**src/rtl/wst_pkg.sv**
```systemverilog
// ----------------------------------------------------------------------------
// wst_pkg
// Shared types and constants of the window slot table: operation and status
// codes, request and response payloads, the slot record and the command and
// status bundles between controller and datapath.
// ----------------------------------------------------------------------------
package wst_pkg;

   localparam logic [3:0] OP_CREATE  = 4'd0;
   localparam logic [3:0] OP_COMMIT  = 4'd1;
   localparam logic [3:0] OP_MOVE    = 4'd2;
   localparam logic [3:0] OP_RAISE   = 4'd3;
   localparam logic [3:0] OP_RESIZE  = 4'd4;
   localparam logic [3:0] OP_SENDKEY = 4'd5;
   localparam logic [3:0] OP_GETKEY  = 4'd6;
   localparam logic [3:0] OP_SENDEV  = 4'd7;
   localparam logic [3:0] OP_GETEV   = 4'd8;
   localparam logic [3:0] OP_CLOSE   = 4'd9;
   localparam logic [3:0] OP_REAP    = 4'd10;
   localparam logic [3:0] OP_POLL    = 4'd11;

   localparam logic [2:0] STAT_OK      = 3'd0;
   localparam logic [2:0] STAT_INVALID = 3'd1;
   localparam logic [2:0] STAT_DENIED  = 3'd2;
   localparam logic [2:0] STAT_FULL    = 3'd3;
   localparam logic [2:0] STAT_EMPTY   = 3'd4;

   localparam logic signed [31:0] POS_KEEP = 32'sh7FFF_FFFF;
   localparam int LIST_MAX = 16;

   typedef enum logic [1:0] {
      ASEL_SLOT,
      ASEL_IDX,
      ASEL_BEST,
      ASEL_FREE
   } asel_type;

   typedef enum logic [2:0] {
      RK_PLAIN,
      RK_SLOT,
      RK_KEY,
      RK_EV,
      RK_ENTRY
   } rkind_type;

   typedef struct packed {
      logic [3:0]         op;
      logic [31:0]        caller_pid;
      logic               caller_privileged;
      logic [3:0]         slot_id;
      logic [9:0]         width;
      logic [9:0]         height;
      logic signed [31:0] pos_x;
      logic signed [31:0] pos_y;
      logic [7:0]         key_code;
      logic [15:0]        event_type;
      logic [31:0]        event_args;
      logic [4:0]         poll_limit;
   } req_type;

   typedef struct packed {
      logic [2:0]         status;
      logic [47:0]        value;
      logic [9:0]         entry_width;
      logic [9:0]         entry_height;
      logic signed [31:0] entry_x;
      logic signed [31:0] entry_y;
      logic [31:0]        entry_stack;
      logic               entry_focused;
      logic [31:0]        entry_generation;
      logic               last;
   } rsp_type;

   typedef struct packed {
      logic [31:0]        owner;
      logic [9:0]         width;
      logic [9:0]         height;
      logic signed [31:0] pos_x;
      logic signed [31:0] pos_y;
      logic [31:0]        stack;
      logic [31:0]        generation;
   } rec_type;

   typedef struct packed {
      logic      load;
      asel_type  asel;
      logic      create;
      logic      exec;
      logic      reap_ck;
      logic      idx_clr;
      logic      idx_inc;
      logic      cnt_clr;
      logic      psel;
      logic      pcmp;
      logic      best_clr;
      logic      rsp_load;
      logic [2:0] rsp_status;
      rkind_type rsp_kind;
   } cmd_type;

   typedef struct packed {
      logic [3:0] op;
      logic       dims_ok;
      logic       id_ok;
      logic       slot_used;
      logic       any_free;
      logic       perm_ok;
      logic       key_empty;
      logic       ev_empty;
      logic       idx_last;
      logic       cnt_zero;
      logic       rsp_done;
   } sts_type;

endpackage

```
**src/rtl/wst_ctrl.sv**
```systemverilog
// ----------------------------------------------------------------------------
// wst_ctrl
// Sequencer of the window slot table: decodes a request, walks the slot
// scans of reap and poll, and hands results to the output register.
// ----------------------------------------------------------------------------
module wst_ctrl (
   input  logic             clock,
   input  logic             reset,
   input  logic             req_valid,
   output logic             req_ready,
   input  wst_pkg::sts_type sts,
   output wst_pkg::cmd_type cmd
);

   typedef enum logic [3:0] {
      ST_IDLE,
      ST_DECODE,
      ST_CREATE,
      ST_PERM,
      ST_RING,
      ST_REAP_RD,
      ST_REAP_CK,
      ST_PSEL,
      ST_PCHK,
      ST_PRD,
      ST_PCMP,
      ST_PGET,
      ST_POUT,
      ST_PRESP,
      ST_RESP
   } state_type;

   state_type state_ff, state_in;
   logic      ready_ff;

   always_comb begin
      cmd            = '0;
      cmd.asel       = wst_pkg::ASEL_SLOT;
      cmd.rsp_status = wst_pkg::STAT_OK;
      cmd.rsp_kind   = wst_pkg::RK_PLAIN;
      state_in       = state_ff;
      case (state_ff)
         ST_IDLE: begin
            if (ready_ff && req_valid) begin
               cmd.load = 1'b1;
               state_in = ST_DECODE;
            end
         end
         ST_DECODE: begin
            case (sts.op)
               wst_pkg::OP_CREATE: begin
                  if (!sts.dims_ok) begin
                     cmd.rsp_load   = 1'b1;
                     cmd.rsp_status = wst_pkg::STAT_INVALID;
                     state_in       = ST_RESP;
                  end else if (!sts.any_free) begin
                     cmd.rsp_load   = 1'b1;
                     cmd.rsp_status = wst_pkg::STAT_FULL;
                     state_in       = ST_RESP;
                  end else begin
                     cmd.asel = wst_pkg::ASEL_FREE;
                     state_in = ST_CREATE;
                  end
               end
               wst_pkg::OP_REAP: begin
                  cmd.idx_clr = 1'b1;
                  state_in    = ST_REAP_RD;
               end
               wst_pkg::OP_POLL: begin
                  cmd.idx_clr = 1'b1;
                  cmd.cnt_clr = 1'b1;
                  state_in    = ST_PSEL;
               end
               default: begin
                  if (sts.op inside {[4'd12:4'd15]} || !sts.id_ok ||
                      (sts.op == wst_pkg::OP_RESIZE && !sts.dims_ok) ||
                      !sts.slot_used) begin
                     cmd.rsp_load   = 1'b1;
                     cmd.rsp_status = wst_pkg::STAT_INVALID;
                     state_in       = ST_RESP;
                  end else begin
                     state_in = ST_PERM;
                  end
               end
            endcase
         end
         ST_CREATE: begin
            cmd.asel     = wst_pkg::ASEL_FREE;
            cmd.create   = 1'b1;
            cmd.rsp_load = 1'b1;
            cmd.rsp_kind = wst_pkg::RK_SLOT;
            state_in     = ST_RESP;
         end
         ST_PERM: begin
            if (!sts.perm_ok) begin
               cmd.rsp_load   = 1'b1;
               cmd.rsp_status = wst_pkg::STAT_DENIED;
               state_in       = ST_RESP;
            end else if ((sts.op == wst_pkg::OP_GETKEY && sts.key_empty) ||
                         (sts.op == wst_pkg::OP_GETEV && sts.ev_empty)) begin
               cmd.rsp_load   = 1'b1;
               cmd.rsp_status = wst_pkg::STAT_EMPTY;
               state_in       = ST_RESP;
            end else if (sts.op == wst_pkg::OP_GETKEY ||
                         sts.op == wst_pkg::OP_GETEV) begin
               cmd.exec = 1'b1;
               state_in = ST_RING;
            end else begin
               cmd.exec     = 1'b1;
               cmd.rsp_load = 1'b1;
               state_in     = ST_RESP;
            end
         end
         ST_RING: begin
            cmd.rsp_load = 1'b1;
            cmd.rsp_kind = (sts.op == wst_pkg::OP_GETKEY) ? wst_pkg::RK_KEY
                                                          : wst_pkg::RK_EV;
            state_in     = ST_RESP;
         end
         ST_REAP_RD: begin
            cmd.asel = wst_pkg::ASEL_IDX;
            state_in = ST_REAP_CK;
         end
         ST_REAP_CK: begin
            cmd.reap_ck = 1'b1;
            if (sts.idx_last) begin
               cmd.rsp_load = 1'b1;
               state_in     = ST_RESP;
            end else begin
               cmd.idx_inc = 1'b1;
               state_in    = ST_REAP_RD;
            end
         end
         ST_PSEL: begin
            cmd.psel = 1'b1;
            if (sts.idx_last) begin
               state_in = ST_PCHK;
            end else begin
               cmd.idx_inc = 1'b1;
            end
         end
         ST_PCHK: begin
            if (sts.cnt_zero) begin
               cmd.rsp_load   = 1'b1;
               cmd.rsp_status = wst_pkg::STAT_EMPTY;
               state_in       = ST_RESP;
            end else begin
               cmd.idx_clr  = 1'b1;
               cmd.best_clr = 1'b1;
               state_in     = ST_PRD;
            end
         end
         ST_PRD: begin
            cmd.asel = wst_pkg::ASEL_IDX;
            state_in = ST_PCMP;
         end
         ST_PCMP: begin
            cmd.pcmp = 1'b1;
            if (sts.idx_last) begin
               state_in = ST_PGET;
            end else begin
               cmd.idx_inc = 1'b1;
               state_in    = ST_PRD;
            end
         end
         ST_PGET: begin
            cmd.asel = wst_pkg::ASEL_BEST;
            state_in = ST_POUT;
         end
         ST_POUT: begin
            cmd.rsp_load = 1'b1;
            cmd.rsp_kind = wst_pkg::RK_ENTRY;
            state_in     = ST_PRESP;
         end
         ST_PRESP: begin
            if (sts.rsp_done) begin
               if (sts.cnt_zero) begin
                  state_in = ST_IDLE;
               end else begin
                  cmd.idx_clr  = 1'b1;
                  cmd.best_clr = 1'b1;
                  state_in     = ST_PRD;
               end
            end
         end
         ST_RESP: begin
            if (sts.rsp_done) begin
               state_in = ST_IDLE;
            end
         end
         default: begin
            state_in = ST_IDLE;
         end
      endcase
   end

   always_ff @(posedge clock) begin
      if (reset) begin
         state_ff <= ST_IDLE;
         ready_ff <= 1'b1;
      end else begin
         state_ff <= state_in;
         ready_ff <= (state_in == ST_IDLE);
      end
   end

   assign req_ready = ready_ff;

endmodule

```
**config.mk**
```make
export PLATFORM = sky130hd
export DESIGN_NAME = wst_ctrl
export DESIGN_NICKNAME = d
export VERILOG_FILES = /design/src/rtl/wst_pkg.sv /design/src/rtl/wst_ctrl.sv
export SDC_FILE = /design/constraint.sdc
export NUM_CORES = 1
export LEC_CHECK = 0
export ABC_AREA = 1
export ABC_CLOCK_PERIOD_IN_PS = 1980
export BUFFER_PORTS_ARGS = -buffer_cell sky130_fd_sc_hd__buf_2
export CORE_UTILIZATION = 47
export DETAILED_ROUTE_END_ITERATION = 16
export PLACE_DENSITY = 0.89
export SLEW_MARGIN = 20
export SYNTH_ARGS = -nofsm -noshare
export SYNTH_HDL_FRONTEND = slang
export SYNTH_SLANG_ARGS = --single-unit
```
**constraint.sdc**
```tcl
create_clock -name clock -period 1.98 [get_ports clock]
set_input_delay 0.099 -clock clock [delete_from_list [all_inputs] [get_ports clock]]
set_output_delay 0.099 -clock clock [all_outputs]
set_load 0.02 [all_outputs]
```
After elaboration in Yosys (flattened, before gate mapping)
Index checks and enable logic that the tools add are counted.
{"block": "classes", "magnitude_cmp": 2, "eq_ne": 19, "n_mux": 52, "n_reduce_logical": 21}
{"cell": "two-way mux 4 bit", "n": 17}
{"cell": "one-hot mux 4 bit (14 select lines)", "n": 1}
{"cell": "equality test 4 bit, second input constant", "n": 10}
{"cell": "equality test 4 x 3 -> 1 bit, second input constant", "n": 6}
{"cell": "two-way mux 1 bit", "n": 20}
{"cell": "one-hot mux 3 bit (3 select lines)", "n": 2}
{"cell": "zero test 4 bit", "n": 3}
{"cell": "one-hot mux 4 bit (3 select lines)", "n": 1}
{"cell": "equality test 4 x 2 -> 1 bit, second input constant", "n": 2}
{"cell": "two-way mux 2 bit", "n": 4}
{"cell": "one-hot mux 2 bit (4 select lines)", "n": 1}
{"cell": "one-hot mux 4 bit (2 select lines)", "n": 1}
{"cell": "two-way mux 3 bit", "n": 2}
{"cell": "OR reduction 2 bit", "n": 3}
{"cell": "OR reduction 3 bit", "n": 2}
{"cell": "logical AND 1 bit", "n": 5}
{"cell": "logical OR 1 bit", "n": 5}
{"cell": "one-hot mux 1 bit (5 select lines)", "n": 1}
{"cell": "equality test 4 x 1 -> 1 bit, second input constant", "n": 1}
{"cell": ">= comparator 4 bit, second input constant", "n": 1}
{"cell": "<= comparator 4 bit, second input constant", "n": 1}
{"cell": "zero test 1 bit", "n": 3}
{"cell": "one-hot mux 1 bit (3 select lines)", "n": 1}
{"cell": "one-hot mux 1 bit (2 select lines)", "n": 1}
{"block": "totals", "register_bits": 5, "inputBits": 17, "output_inout_bits": 20, "elab_cells": 96}

Depth between registers and ports, before layout
{"block": "logic_depth", "depth_word": 9, "mapped_depth": 12, "depth_no_buf": 12}

Worst setup path before layout
No wires, ideal clock.
{"block": "synth_timing", "kind": "register -> output", "start": "reg state_ff[2]", "end": "out cmd[0] (netlist name)", "t_arrival_ns": 1.486, "required_time_ns": 1.881, "setup_slack_ns": 0.395, "stages_incl_launch_ff": 7, "path_buffers": 0, "path_cell_list": "dfxtp_1 -> inv_1 -> nor2_2 -> inv_1 -> nor2_1 -> nor2_1 -> a31oi_1"}
{"item": "start, declared", "line_no": "wst_ctrl.sv:33", "text": "state_type state_ff, state_in;"}
{"item": "start signal, assigned", "line_no": "wst_ctrl.sv:202", "text": "state_ff <= state_in;"}
{"item": "end, declared", "line_no": "wst_ctrl.sv:12", "text": "output wst_pkg::cmd_type cmd"}

==> impl_metrics.tcl <==
set metrics [dict create \
    status "completed" \
    start_kind "flip-flop" \
    drc 0 \
    rsz0062_at_grt "false" \
    grt_pass1_wl_um 3080 \
    crit_arrival_ns 1.64 \
    slowest_delay_ns 0.40 \
    syn_inst 146 \
    tightest_slew_ns 0.292 \
    grt.total_usage_pct 27.0 \
    hold_path_depth 2 \
    clock_latency_ns 0.24 \
    crit_slowest_cell "dfxtp_1" \
    r2r-start "state_ff[0]$_SDFF_PP0_" \
    fin_nets 204 \
    wirelength_um 2090 \
    netlist_area_um2 712 \
    via_count 1010 \
    ys_seq_area_share_pct 14.1 \
    clock_path_buffers 2 \
    rr_worst_depth 9 \
    critPathMaxFanout 5 \
    postCtsHoldBufs 0 \
    hp-start "reset" \
    post-place-ws_ns 0.461 \
    start_util_pct 52.7 \
    hold_path.class "in -> reg" \
    antenna_cells 0 \
    crit_start "state_ff[2]$_SDFF_PP0_" \
    grt_max_degree 8 \
    portBuffers 36 \
    power.density_nw_per_um2 1310 \
    criticalPathCategory "reg -> out" \
    dp_hpwl_um 1810 \
    crit_family "simple AND/OR/NAND/NOR gates" \
    dr.pass1.iters 4 \
    holdPathEnd "state_ff[2]$_SDFF_PP0_" \
    fp.dieH_um 40.9 \
    syn_to_final_growth_pct 31.6 \
    crit_cells 7 \
    clock-root-buffer "clkbuf_4" \
    synth_cell_types 18 \
    cp_cell_sequence "inv_1, nand2_1, nor2_1, o21ai_1, nand3_1, nand3b_1, buf_2" \
    min_period_ns 1.74 \
    dr.first_iter.drc_count 52 \
    drv_cap 0 \
    ios 37 \
    path_clk_slew_ns 0.04 \
    setup_tns_ns 0 \
    finalSetupViolCount 0 \
    cts_buffers 3 \
    postCtsSetupBuffers 0 \
    timing.rr.end "req_ready$_SDFF_PP1_" \
    synth-seq-cells 5 \
    drive_gt1_share_pct 26.9 \
    fin_util_pct 69.4 \
    slew_violations 0 \
    ys_warn_count 0 \
    via_per_inst 5.02 \
    skew_ns 0.00561 \
    path_buf_inv 2 \
    finalHoldViolations 0 \
    cts.sinks 5 \
    syn_avg_cell_area_um2 4.88 \
    place_congestion 0.895 \
    worstPathRequired_ns 1.88 \
    cp-end-kind "primary output" \
    cts_tree "done" \
    rows 13 \
    p_leak_nw 0.660 \
    antenna_found_initial 0 \
    die_w_um 40.9 \
    core-area_um2 1350 \
    die_area_um2 1670 \
    syn_nets 163 \
    grt_overflow 0 \
    rrSetupSlack_ns 0.44 \
    hold_slack_ns 0.0779 \
    postRouteAntennaNets 0 \
    p_total_mw 1.23 \
    htreeDepth 1 \
    max_freq_mhz 575 \
    ir_drop_uv 811 \
    final_cell_mix "nand2_1, buf_2, inv_1" \
    grt_pass1_vias 778 \
    setup_ws_ns 0.242 \
    max-slew-margin-rel_pct 80.5 \
    wire_per_inst_um 10.4 \
    mostFrequentLayoutCell "nand2_1" \
    period_share_pct 87.8 \
    ctsResizeCount 0 \
]
## cell families after synthesis
family                 count (synthesis)  share of synthesized area [%]
DFF                                    5                           14.1
AOI/OAI and AO/OA                     11                           8.61
buffers and inverters                 28                           14.8
and+or+nand+nor                      102                           62.6
## cell usage after synthesis
cell type / count / area share, %
nand4_1: 1 / 0.88
dfxtp_1: 5 / 14
o21ai_0: 2 / 1.4
inv_1: 24 / 13
nor2_1: 23 / 12
nor2_2: 6 / 5.3
clkinv_1: 2 / 1.1
nand3_1: 19 / 13
a21oi_1: 3 / 2.1
nor3_2: 1 / 1.4
nand3b_1: 2 / 2.1
nor3_1: 2 / 1.4
inv_2: 2 / 1.1
o21ai_1: 3 / 2.1
nand2_1: 46 / 24
o32ai_1: 1 / 1.2
a31oi_1: 2 / 1.8
nand2_2: 2 / 1.8
## final cells by class
cell class	instances	area (µm²)
multi-input cells	113	507
fillers	134	413
repair buffers	36	180
inverters	28	105
flip-flops and latches	5	100
clock buffers	4	26.3
well taps	15	18.8
## state kept, by name, indices dropped and copies added, names as in the netlist
name / flops
req_ready: 1
state_ff: 4
## worst reg2reg max path: stages (launching register included)
cell     delay [ns]
dfxtp_1        0.47
nand2_1        0.19
nor2_2         0.26
nand2_1        0.15
nand3_1        0.11
nor2_1         0.05
nand2_1        0.06
o21ai_1        0.05
nand2_1        0.06
nor2_1         0.03
## power breakdown
group	internal (mW)	total, mW	switching [mW]
combinational	0.294	0.906	0.612
clock	0.0759	0.114	0.0380
sequential	0.152	0.208	0.0563
total	0.521	1.23	0.707
## per-stage QoR
| step | cell area [µm²] | instances |
|---|---|---|
| floorplan | 712 | 146 |
| global placement | 911 | 197 |
| detailed placement | 911 | 197 |
| CTS | 937 | 201 |
| global route | 937 | 201 |
| finish | 937 | 201 |
## per-layer routing
layer	vias to the layer above	wire length (µm)	global-route usage, %	part of all wire, %
li1	535	-	-	-
met4	0	12	1.67	0.57
met2	47	993	49.6	47
met1	426	934	34.2	45
met3	2	151	3.80	7.2
met5	-	0	0	0
## worst max-delay path by stage
stage,to,slack [ns]
CTS,cmd[6],0.26
finish,cmd[6],0.24
global route,cmd[6],0.12
floorplan,cmd[0],0.39
global placement,req_ready$_SDFF_PP1_,0.45
detailed placement,req_ready$_SDFF_PP1_,0.46
(Power assumes the default switching activity.)
